`src/hdl/tpd_pkg.sv`:
```
// shared constants, tables and helpers of the three-point phase demodulator
package tpd_pkg;

    localparam int PHASE_BITS_DEF = 16;
    localparam int CORDIC_STEPS   = 32;
    localparam int PRESCALE       = 30;
    localparam int CW             = 44;   // cordic x/y width
    localparam int SQRT_STEPS     = 26;   // result bits of the root
    localparam int ROOT_W         = 26;
    localparam int REM_W          = 29;
    localparam int SQ_W           = 20;
    localparam int OFF_W          = 10;
    localparam int AMP_FRAC       = 16;
    localparam int LANE_LAT       = CORDIC_STEPS + 3;
    localparam int IR_LAT         = 4;
    localparam int IR_W           = 17;
    localparam logic [IR_W-1:0] IR_MAX = 17'h1FFFF;
    // reciprocal of three, valid for dividends below 2^21
    localparam logic [19:0] RECIP3 = 20'hAAAAB;
    localparam int RECIP3_SH = 21;

    localparam logic [31:0] ATAN_TAB [0:CORDIC_STEPS-1] = '{
        32'h20000000, 32'h12E4051E, 32'h09FB385B, 32'h051111D4,
        32'h028B0D43, 32'h0145D7E1, 32'h00A2F61E, 32'h00517C55,
        32'h0028BE53, 32'h00145F2F, 32'h000A2F98, 32'h000517CC,
        32'h00028BE6, 32'h000145F3, 32'h0000A2FA, 32'h0000517D,
        32'h000028BE, 32'h0000145F, 32'h00000A30, 32'h00000518,
        32'h0000028C, 32'h00000146, 32'h000000A3, 32'h00000051,
        32'h00000029, 32'h00000014, 32'h0000000A, 32'h00000005,
        32'h00000003, 32'h00000001, 32'h00000001, 32'h00000000
    };

    // raw byte to sample: 64 and above folds to 64 minus the byte
    function automatic logic signed [8:0] to_sample(input logic [7:0] b);
        logic signed [8:0] w;
        w = $signed({1'b0, b});
        return (b >= 8'd64) ? (9'sd64 - w) : w;
    endfunction

endpackage

```
`src/hdl/tpd_ir.sv`:
```
// ir level back end: offset minus amplitude, absolute value, divide by three
module tpd_ir import tpd_pkg::*; (
    input  logic                    i_clk,
    input  logic                    i_en,
    input  logic [ROOT_W-1:0]       i_amp_a,
    input  logic [ROOT_W-1:0]       i_amp_b,
    input  logic [ROOT_W-1:0]       i_amp_c,
    input  logic signed [OFF_W-1:0] i_off_a,
    input  logic signed [OFF_W-1:0] i_off_b,
    input  logic signed [OFF_W-1:0] i_off_c,
    output logic [IR_W-1:0]         o_ir
);

    logic [27:0]        r_amp_sum;
    logic signed [11:0] r_off_sum;
    logic [20:0]        r_q, n_q;
    logic [40:0]        r_prod;
    logic signed [29:0] diff;
    logic [28:0]        mag;
    logic [36:0]        num;
    logic [19:0]        quo;

    always_ff @(posedge i_clk) begin
        if (i_en) begin
            r_amp_sum <= 28'(i_amp_a) + 28'(i_amp_b) + 28'(i_amp_c);
            r_off_sum <= 12'(i_off_a) + 12'(i_off_b) + 12'(i_off_c);
        end
    end

    always_comb begin
        diff = (30'(r_off_sum) <<< AMP_FRAC) - $signed({2'b00, r_amp_sum});
        mag  = diff[29] ? 29'(-diff) : 29'(diff);
        num  = (37'(mag) << 7) + 37'(3 << (AMP_FRAC - 1));
        n_q  = num[36:AMP_FRAC];
    end

    always_ff @(posedge i_clk) begin
        if (i_en) begin
            r_q    <= n_q;
            r_prod <= 41'(r_q) * 41'(RECIP3);
        end
    end

    assign quo = r_prod[RECIP3_SH +: 20];

    always_ff @(posedge i_clk) begin
        if (i_en) begin
            o_ir <= (quo > 20'(IR_MAX)) ? IR_MAX : quo[IR_W-1:0];
        end
    end

endmodule

```
`config.mk`:
```
export PLATFORM = sky130hd
export DESIGN_NAME = tpd_ir
export DESIGN_NICKNAME = d
export VERILOG_FILES = /design/src/hdl/tpd_pkg.sv /design/src/hdl/tpd_ir.sv
export SDC_FILE = /design/constraint.sdc
export NUM_CORES = 1
export LEC_CHECK = 0
export ABC_AREA = 1
export BUFFER_PORTS_ARGS = -buffer_cell sky130_fd_sc_hd__buf_2
export CORE_AREA = 2 2 186 224
export DETAILED_ROUTE_END_ITERATION = 6
export DIE_AREA = 0 0 188 226
export PLACE_DENSITY_LB_ADDON = 0.05
export SLEW_MARGIN = 20
export SYNTH_ARGS = -nofsm -noshare
export SYNTH_HDL_FRONTEND = slang
export SYNTH_SLANG_ARGS = --single-unit
```
`constraint.sdc`:
```
create_clock -name i_clk -period 7.3 [get_ports i_clk]
set_clock_uncertainty 0.15 [all_clocks]
set_input_delay 2.19 -clock i_clk [delete_from_list [all_inputs] [get_ports i_clk]]
set_output_delay 2.19 -clock i_clk [all_outputs]
set_load 0.05 [all_outputs]
```
==> impl_metrics.py, run 1 <==
metrics = {
    "run_status": {
        "status": "complete, no violations",
    },
    "logic_synthesis": {
        "synthCells": 1891,
        "synth_area_mm2": 0.01597,
        "synth.distinct_cells": 42,
        "synthFlopType": "edfxtp_1",
        "avgSynthCellArea_um2": 8.444,
        "synth_edf_count": 98,
        "async_flop_share": 0,
        "ys_ff_latch": 98,
        "yosysWarnings": 0,
        "synth_nets": 2429,
        "yosysSeqAreaShare": 0.1843,
    },
    "place": {
        "io_buffers": 126,
        "hpwl_mm": 36.13,
        "placed_area_mm2": 0.01725,
        "routabilityCongestion": 0.8449,
        "dp_slack_ps": 504.7,
    },
    "timing": {
        "fin_crit_sh": 0.9260,
        "timing.final.ws_setup_ps": 540.0,
        "rsz0062_at_grt": "no",
        "finalHoldViolations": 0,
        "max_freq_ghz": 0.1479,
        "worst_pin_slew_ps": 1033,
        "relSlewSlack": 0.3079,
        "setup_viol": 0,
        "tns_ps": 0,
        "maxSlewViolCount": 0,
        "min_period_ps": 6760,
        "timing.hold.ws_ps": 353.6,
    },
    "layout": {
        "seq_area_mm2": 0.002943,
        "fin_nets": 2562,
        "drive_gt1_frac": 0.09956,
        "antennaDiodeCount": 0,
        "synthToLayoutAreaGrowth_pct": 9.936,
        "fillers": 4137,
        "final_common_cell": "inv_1",
        "final_cell_mix": "inv_1 (442), nand2_1 (370), ha_1 (243)",
        "multi_input_area_mm2": 0.01132,
        "design_area_mm2": 0.01755,
    },
    "route": {
        "ant_nets": 0,
        "vias": 12210,
        "drc": 0,
        "via_per_inst": 4.755,
        "routedWlPerCell_um": 15.83,
        "dr.pass1.iters": 5,
        "drtIter0Drc": 445,
        "postRouteWirelength_mm": 40.65,
    },
    "clock_tree": {
        "clkTransAtPathRegs_ps": 80,
        "insertion_delay_ps": 390,
        "cts_resized": 0,
        "cts_setup_buffers": 0,
        "clockBufferDepth": 2,
        "cts.hold.buffers_added": 0,
        "cts_tree": "yes",
        "clock-root-buffer": "clkbuf_16",
        "cts_num_sinks": 98,
        "cts_made_buffers": 9,
        "h-tree-depth": 3,
    },
    "grt": {
        "grt_remaining_overflow": 0,
        "grt_pass1_wl_mm": 65.14,
        "grt_max_degree": 52,
        "antenna_found_initial": 0,
        "grt_pass1_vias": 12930,
        "track_usage": 0.1999,
    },
    "setup_path": {
        "end_kind": "flip-flop",
        "arrival_ps": 6750,
        "crit_required_ps": 7290,
        "worstSetupPathType": "flip-flop to flip-flop",
        "cp_max_fo": 6,
        "cp-start-kind": "flip-flop",
    },
    "die": {
        "rows": 81,
        "die_w_um": 188,
        "core_mm2": 0.04044,
        "die_y_um": 226,
        "start_util": 0.3949,
        "die_area_mm2": 0.04249,
        "io_pins": 127,
    },
    "min_path": {
        "hp-class": "flip-flop to flip-flop",
    },
    "flow_run": {
        "maxCapViolCount": 0,
    },
}
[per-layer routing]
metal | GRT usage | vias up | wire length (um)
met5 | 0 | - | 0
met4 | 0.09322 | 0 | 1829
met3 | 0.02067 | 64 | 842
met2 | 0.3977 | 194 | 22270
met1 | 0.2082 | 5739 | 15710
li1 | - | 6213 | -
[synth_stat cells (3+ instances only)]
library cell	number	area share
xor2_1	49	0.027
xnor2_1	24	0.013
nor2_1	122	0.029
o221ai_1	3	0.0016
nand3_2	7	0.0044
nand2_4	3	0.0021
nand4_1	10	0.0039
nor3_1	10	0.0031
fa_1	185	0.23
inv_1	442	0.10
nand2_1	370	0.087
nand3b_1	8	0.0038
nor2_4	7	0.0049
a21o_1	10	0.0047
buf_6	3	0.0021
o21ai_0	49	0.015
a31oi_1	12	0.0047
o21a_1	5	0.0024
ha_1	243	0.19
nand3_1	82	0.026
o21bai_1	6	0.0028
nor4_1	5	0.0020
nor2_2	12	0.0047
nand2_2	19	0.0074
a21oi_1	86	0.027
edfxtp_1	98	0.18
[flip-flops by register name, indices dropped and copies added, names as in the netlist]
register   flops
r_prod        20
r_off_sum     12
r_amp_sum     28
o_ir          17
r_q           21
[worst max-delay path: stages, from the launching register on]
cell and delay, ps:
edfxtp_1 490, ha_1 400, xor2_1 160, buf_4 160
ha_1 270, inv_1 50, fa_1 510, inv_1 60
fa_1 500, fa_1 510, fa_1 550, inv_1 50
fa_1 510, inv_1 40, ha_1 330, a21oi_1 200
o21ai_0 110, a21oi_1 130, nand2_1 60, a21oi_1 280
o21ai_0 250, a21oi_1 290, o21ai_0 160, nand2_1 80
nand2_1 50, xor2_1 140
[final timing paths]
path	slack [ps]	start	to	cells past startpoint
setup reg to reg	540	r_q[1]$_DFFE_PP_	r_prod[39]$_DFFE_PP_	25
hold / removal	350	r_prod[34]$_DFFE_PP_	o_ir[13]$_SDFFCE_PN1P_	2
setup / recovery	540	r_q[1]$_DFFE_PP_	r_prod[39]$_DFFE_PP_	25
hold reg to reg	350	r_prod[34]$_DFFE_PP_	o_ir[13]$_SDFFCE_PN1P_	2
[stage by stage]
step	std cells	util
floorplan	1891	-
global placement	2552	0.4265
detailed placement	2552	0.4265
CTS	2568	0.4341
global route	2568	0.4341
finish	2568	0.4341
[layout make-up]
class | count | area share
clock buffer | 9 | 0.01283
multi-input combinational | 1343 | 0.6446
tap | 539 | 0.03842
clock inverter | 7 | 0.004633
sequential | 98 | 0.1676
inverter | 444 | 0.09494
timing repair buffer | 128 | 0.03692
[logic make-up (layout without fill, tap and decap cells)]
| logic type | after synthesis | count (layout) | share of synthesized area |
|---|---|---|---|
| compound gates | 179 | 179 | 0.06253 |
| buf+inv | 450 | 588 | 0.1073 |
| xor+xnor | 75 | 75 | 0.04278 |
| simple gates | 661 | 661 | 0.1807 |
| fa+ha+maj | 428 | 428 | 0.4223 |
| flops | 98 | 98 | 0.1843 |
Power of run 1 is not shown: default switching activity piles up to over one toggle a cycle in this logic, so the estimate is an artifact.
==> run 2: changes to the inputs <==
--- a/config.mk
+++ b/config.mk
@@ -7,9 +7,9 @@
 export LEC_CHECK = 0
 export ABC_AREA = 1
 export BUFFER_PORTS_ARGS = -buffer_cell sky130_fd_sc_hd__buf_2
-export CORE_AREA = 2 2 186 224
+export CORE_AREA = 2 2 261 160
 export DETAILED_ROUTE_END_ITERATION = 6
-export DIE_AREA = 0 0 188 226
+export DIE_AREA = 0 0 263 162
 export PLACE_DENSITY_LB_ADDON = 0.05
 export SLEW_MARGIN = 20
 export SYNTH_ARGS = -nofsm -noshare
==> constraint.sdc (replaced) <==
create_clock -name i_clk -period 5.9 [get_ports i_clk]
set_clock_uncertainty 0.15 [all_clocks]
set_input_delay 1.77 -clock i_clk [delete_from_list [all_inputs] [get_ports i_clk]]
set_output_delay 1.77 -clock i_clk [all_outputs]
set_load 0.05 [all_outputs]
==> impl_metrics.py, run 2 (synthesis results as in run 1) <==
metrics = {
    "route": {
        "dr.pass1.iters": 5,
        "postRouteWirelength_mm": 47.45,
        "routedWlPerCell_um": 17.53,
        "drtIter0Drc": 1121,
        "ant_nets": 0,
        "vias": 13100,
        "drc": 0,
        "via_per_inst": 4.838,
    },
    "layout": {
        "fillers": 3928,
        "postLayoutCoreUtil": 0.4892,
        "largest_reg_flops": 28,
        "antennaDiodeCount": 0,
        "fin_nets": 2709,
        "final_common_cell": "inv_1",
        "synthToLayoutAreaGrowth_pct": 22.80,
        "regMostFlops": "r_amp_sum",
        "top_regs": "r_amp_sum (28), r_q (21), r_prod (20)",
        "final_cell_mix": "inv_1 (425), nand2_1 (358), ha_1 (202)",
        "design_area_mm2": 0.01961,
        "drive_gt1_frac": 0.2183,
    },
    "die": {
        "core_mm2": 0.04008,
        "die_y_um": 162,
        "rows": 57,
        "start_util": 0.3984,
        "io_pins": 127,
        "die_w_um": 263,
        "die_area_mm2": 0.04261,
    },
    "clock_tree": {
        "cts_made_buffers": 9,
        "cts_tree": "yes",
        "cts_num_sinks": 98,
        "clock-root-buffer": "clkbuf_16",
        "h-tree-depth": 3,
        "clockBufferDepth": 2,
        "clkTransAtPathRegs_ps": 90,
        "cts.hold.buffers_added": 0,
        "insertion_delay_ps": 390,
    },
    "place": {
        "io_buffers": 126,
        "routabilityCongestion": 0.9004,
        "hpwl_mm": 41.61,
        "dp_slack_ps": -287.9,
        "placed_area_mm2": 0.01821,
    },
    "setup_path": {
        "worstSetupPathType": "flip-flop to flip-flop",
        "critPathMaxStageDelay_ps": 560,
        "end_kind": "flip-flop",
        "cp_max_fo": 3,
        "path_common_cell": "fa_1",
        "cp-start-kind": "flip-flop",
        "arrival_ps": 5850,
        "crit_slowest_cell": "fa_1",
        "crit_required_ps": 5900,
    },
    "timing": {
        "min_period_ps": 5849,
        "setup_viol": 0,
        "rsz0062_at_grt": "yes",
        "relSlewSlack": 0.4650,
        "timing.final.ws_setup_ps": 51.05,
        "finalHoldViolations": 0,
        "maxSlewViolCount": 0,
        "max_freq_ghz": 0.1710,
        "worst_pin_slew_ps": 796.8,
        "fin_crit_sh": 0.9913,
        "tns_ps": 0,
    },
    "grt": {
        "track_usage": 0.2303,
        "grt_pass1_wl_mm": 74.10,
        "grt_remaining_overflow": 0,
        "grt_pass1_vias": 13050,
        "met3_usage": 0.07216,
        "grt_use_met1": 0.3965,
        "grt_max_degree": 52,
        "grt.busiest_layer": "met1",
        "use_met2": 0.2691,
        "antenna_found_initial": 0,
    },
    "flow_run": {
        "maxCapViolCount": 0,
    },
    "min_path": {
        "hp-class": "flip-flop to flip-flop",
    },
    "run_status": {
        "status": "complete, no violations",
    },
}
==> run 2: stage by stage <==
stage | hold slack, ps | cells
6_report | 365.6 | 2707
3_3_place_gp | 343.1 | 2672
4_1_cts | 365.7 | 2695
5_1_grt | 402.3 | 2707
3_5_place_dp | 347.3 | 2672
2_1_floorplan | 330.2 | 1891
==> run 2: final cells by class <==
class	instances	area (um2)	area share
inverter	444	1670	0.08518
clock inverter	6	56.30	0.002871
clock buffer	10	229.0	0.01168
tap	531	664.4	0.03388
sequential	98	2943	0.1501
multi-input combinational	1343	12230	0.6237
timing repair buffer	275	1817	0.09265
==> run 2: per-layer routing <==
metal | routed length [um] | up-vias
met5 | 0 | -
met4 | 256 | 0
met3 | 4814 | 12
met2 | 15380 | 400
met1 | 27000 | 6161
li1 | - | 6524
==> run 2: repair_timing <==
item / CTS / global route
pin swaps: 14 / 65
setup endpoints to repair: 17 / 18
gates resized for setup: 43 / 131
setup buffers: 7 / 12
hold endpoints to repair: 0 / 0
==> run 2: worst max-delay path, delay by kind of cell (launching register included) <==
| family | cells | cell delay, ps |
|---|---|---|
| buffers and inverters | 7 | 610 |
| and+or+nand+nor | 6 | 490 |
| DFF | 1 | 450 |
| xor gates and xnor gates | 2 | 330 |
| adders and majority gates | 8 | 3340 |
| AOI/OAI and AO/OA | 2 | 240 |
==> run 2: final timing paths <==
check	startpoint	end	slack [ps]	cells after the start
hold / removal	r_prod[21]$_DFFE_PP_	o_ir[0]$_SDFFCE_PN1P_	370	2
hold reg to reg	r_prod[21]$_DFFE_PP_	o_ir[0]$_SDFFCE_PN1P_	370	2
setup reg to reg	r_q[3]$_DFFE_PP_	r_prod[29]$_DFFE_PP_	50	25
setup / recovery	r_q[3]$_DFFE_PP_	r_prod[29]$_DFFE_PP_	50	25
Power of run 2 is left out for the same reason.
==> run 3: changes to the inputs <==
--- a/config.mk
+++ b/config.mk
@@ -5,12 +5,12 @@
 export SDC_FILE = /design/constraint.sdc
 export NUM_CORES = 1
 export LEC_CHECK = 0
-export ABC_AREA = 1
 export BUFFER_PORTS_ARGS = -buffer_cell sky130_fd_sc_hd__buf_2
-export CORE_AREA = 2 2 261 160
+export CORE_AREA = 2 2 254 156
 export DETAILED_ROUTE_END_ITERATION = 6
-export DIE_AREA = 0 0 263 162
+export DIE_AREA = 0 0 256 158
 export PLACE_DENSITY_LB_ADDON = 0.05
+export REMOVE_ABC_BUFFERS = 1
 export SLEW_MARGIN = 20
 export SYNTH_ARGS = -nofsm -noshare
 export SYNTH_HDL_FRONTEND = slang
==> impl_metrics.py, run 3 <==
metrics = {
    "flow_run": {
        "maxCapViolCount": 0,
    },
    "logic_synthesis": {
        "synth_top_cell_by_area": "fa_1",
        "yosysMostFrequentCell": "inv_1",
        "avgSynthCellArea_um2": 10.21,
        "synth.distinct_cells": 82,
        "synth_top_area_frac": 0.2465,
        "yosysWarnings": 0,
        "synth_edf_count": 98,
        "yosysSeqAreaShare": 0.1959,
        "ys_ff_latch": 98,
        "synth_area_mm2": 0.01502,
        "netlist_top_cells_count": "inv_1 (317), ha_1 (243), fa_1 (185), edfxtp_1 (98), xnor2_1 (79)",
        "synthCells": 1472,
        "async_flop_share": 0,
        "netlist_top_cells_area": "fa_1 (25%), ha_1 (20%), edfxtp_1 (20%)",
        "synthFlopType": "edfxtp_1",
    },
    "layout": {
        "final_common_cell": "inv_1",
        "regMostFlops": "r_amp_sum",
        "seq_area_mm2": 0.002943,
        "top_regs": "r_amp_sum (28), r_q (21), r_prod (20)",
        "final_cell_mix": "inv_1 (290), ha_1 (194), fa_1 (172)",
        "fin_cells": 2289,
        "multi_input_area_mm2": 0.01171,
        "postLayoutCoreUtil": 0.4900,
        "design_area_mm2": 0.01878,
        "fillers": 3606,
        "drive_gt1_frac": 0.2627,
        "synthToLayoutAreaGrowth_pct": 25.00,
        "largest_reg_flops": 28,
        "fin_nets": 2300,
    },
    "setup_path": {
        "rr_worst_depth": 24,
        "cp_max_fo": 4,
        "arrival_ps": 6140,
        "reg2reg_to": "r_prod[40]$_DFFE_PP_",
        "worstSetupPathType": "flip-flop to flip-flop",
        "end_kind": "flip-flop",
        "reg2reg_from": "r_q[7]$_DFFE_PP_",
        "cp-start-kind": "flip-flop",
        "crit_required_ps": 5870,
        "r2r_slack_ps": -280,
    },
    "route": {
        "via_per_inst": 5.023,
        "ant_nets": 0,
        "drc": 0,
        "drtIter0Drc": 797,
        "vias": 11500,
        "postRouteWirelength_mm": 41.25,
        "routedWlPerCell_um": 18.02,
        "dr.pass1.iters": 5,
    },
    "clock_tree": {
        "cts.hold.buffers_added": 0,
        "clkTransAtPathRegs_ps": 70,
        "cts_tree": "yes",
        "clockBufferDepth": 2,
        "h-tree-depth": 3,
        "clock-root-buffer": "clkbuf_16",
        "cts_num_sinks": 98,
        "cts_made_buffers": 9,
        "insertion_delay_ps": 380,
    },
    "grt": {
        "track_usage": 0.2122,
        "grt_remaining_overflow": 0,
        "antenna_found_initial": 1,
        "grt_pass1_vias": 11570,
        "grt_max_degree": 47,
        "grt_pass1_wl_mm": 64.93,
    },
    "die": {
        "start_util": 0.3920,
        "die_y_um": 158,
        "core_mm2": 0.03833,
        "die_w_um": 256,
        "io_pins": 127,
        "rows": 56,
        "die_area_mm2": 0.04045,
    },
    "timing": {
        "relSlewSlack": 0.4517,
        "setup_viol": 15,
        "fin_crit_sh": 1.047,
        "timing.hold.ws_ps": 355.3,
        "finalHoldViolations": 0,
        "min_period_ps": 6176,
        "rsz0062_at_grt": "yes",
        "worst_pin_slew_ps": 815.6,
        "maxSlewViolCount": 0,
        "max_freq_ghz": 0.1619,
        "timing.final.ws_setup_ps": -276.3,
    },
    "min_path": {
        "hold-path-endpoint": "o_ir[15]$_SDFFCE_PN1P_",
        "hp-start": "r_prod[36]$_DFFE_PP_",
        "hp-class": "flip-flop to flip-flop",
        "holdPathStages": 1,
    },
    "place": {
        "routabilityCongestion": 0.9209,
        "placed_area_mm2": 0.01725,
        "hpwl_mm": 35.10,
        "dp_cells": 2236,
        "io_buffers": 126,
    },
    "run_status": {
        "status": "finished with violations",
        "violations": "negative setup slack",
    },
}
==> run 3: cell type report <==
class                   count  area share
inverters                 317     0.06349
repair buffers            295      0.1048
flip-flops and latches     98      0.1567
diodes                      1   0.0001332
well taps                 522     0.03478
clock buffers               9     0.01199
clock inverters             6    0.004797
multi-input cells        1041      0.6233
==> run 3: routing by layer <==
metal,vias up,wire [um],track usage
met3,18,3189,0.05315
met1,5624,23350,0.3508
met2,299,14440,0.2710
met4,0,272,0.02980
met5,-,0,0
li1,5557,-,-
==> run 3: through the flow <==
| stage | setup TNS [ps] | worst slack [ps] |
|---|---|---|
| 6_report | -2243 | -276.3 |
| 5_1_grt | -5021 | -465.0 |
| 3_3_place_gp | -11920 | -988.3 |
| 3_5_place_dp | -12650 | -1068 |
| 4_1_cts | -2231 | -319.3 |
| 2_1_floorplan | -6816 | -861.7 |
==> run 3: timing repair <==
action	CTS	global route
setup buffers	34	5
resized for setup	127	38
endpoints found under the setup margin	18	17
endpoints found under the hold margin	0	0
pin swaps	120	19
==> run 3: worst max path at each step <==
stage	cells after the start	from	endpoint	slack, ps
global route	23	r_q[7]$_DFFE_PP_	r_prod[40]$_DFFE_PP_	-460
CTS	23	r_q[3]$_DFFE_PP_	r_prod[40]$_DFFE_PP_	-320
finish	24	r_q[7]$_DFFE_PP_	r_prod[40]$_DFFE_PP_	-280
floorplan	23	r_q[8]$_DFFE_PP_	r_prod[38]$_DFFE_PP_	-860
detailed placement	24	r_q[7]$_DFFE_PP_	r_prod[40]$_DFFE_PP_	-1070
global placement	24	r_q[7]$_DFFE_PP_	r_prod[40]$_DFFE_PP_	-990
==> run 3: critical path: stages (launching register included) <==
cell      delay (ps)
edfxtp_1         510
ha_4             240
buf_12           130
ha_4             250
inv_1             40
fa_1             490
inv_2             40
fa_1             520
fa_1             430
fa_1             510
inv_1             50
fa_1             490
inv_2             50
ha_4             210
a21o_1           200
a21o_1           170
a21oi_2          140
buf_4            140
a31oi_4           90
a21oi_4          180
o21ai_4           80
o41ai_4          340
o211ai_1         170
a31oi_1          200
xnor2_1           90
==> run 3: cell families (layout without fill, tap and decap cells) <==
group | count (synthesis) | count (layout) | synth area share
other | 0 | 1 | 0
buffers and inverters | 333 | 627 | 0.08386
and+or+nand+nor | 270 | 270 | 0.1003
muxes | 4 | 4 | 0.002748
xor gates and xnor gates | 107 | 107 | 0.06288
DFF | 98 | 98 | 0.1959
adders and majority gates | 428 | 428 | 0.4489
AOI/OAI and AO/OA | 232 | 232 | 0.1055
Power of run 3 is left out for the same reason.
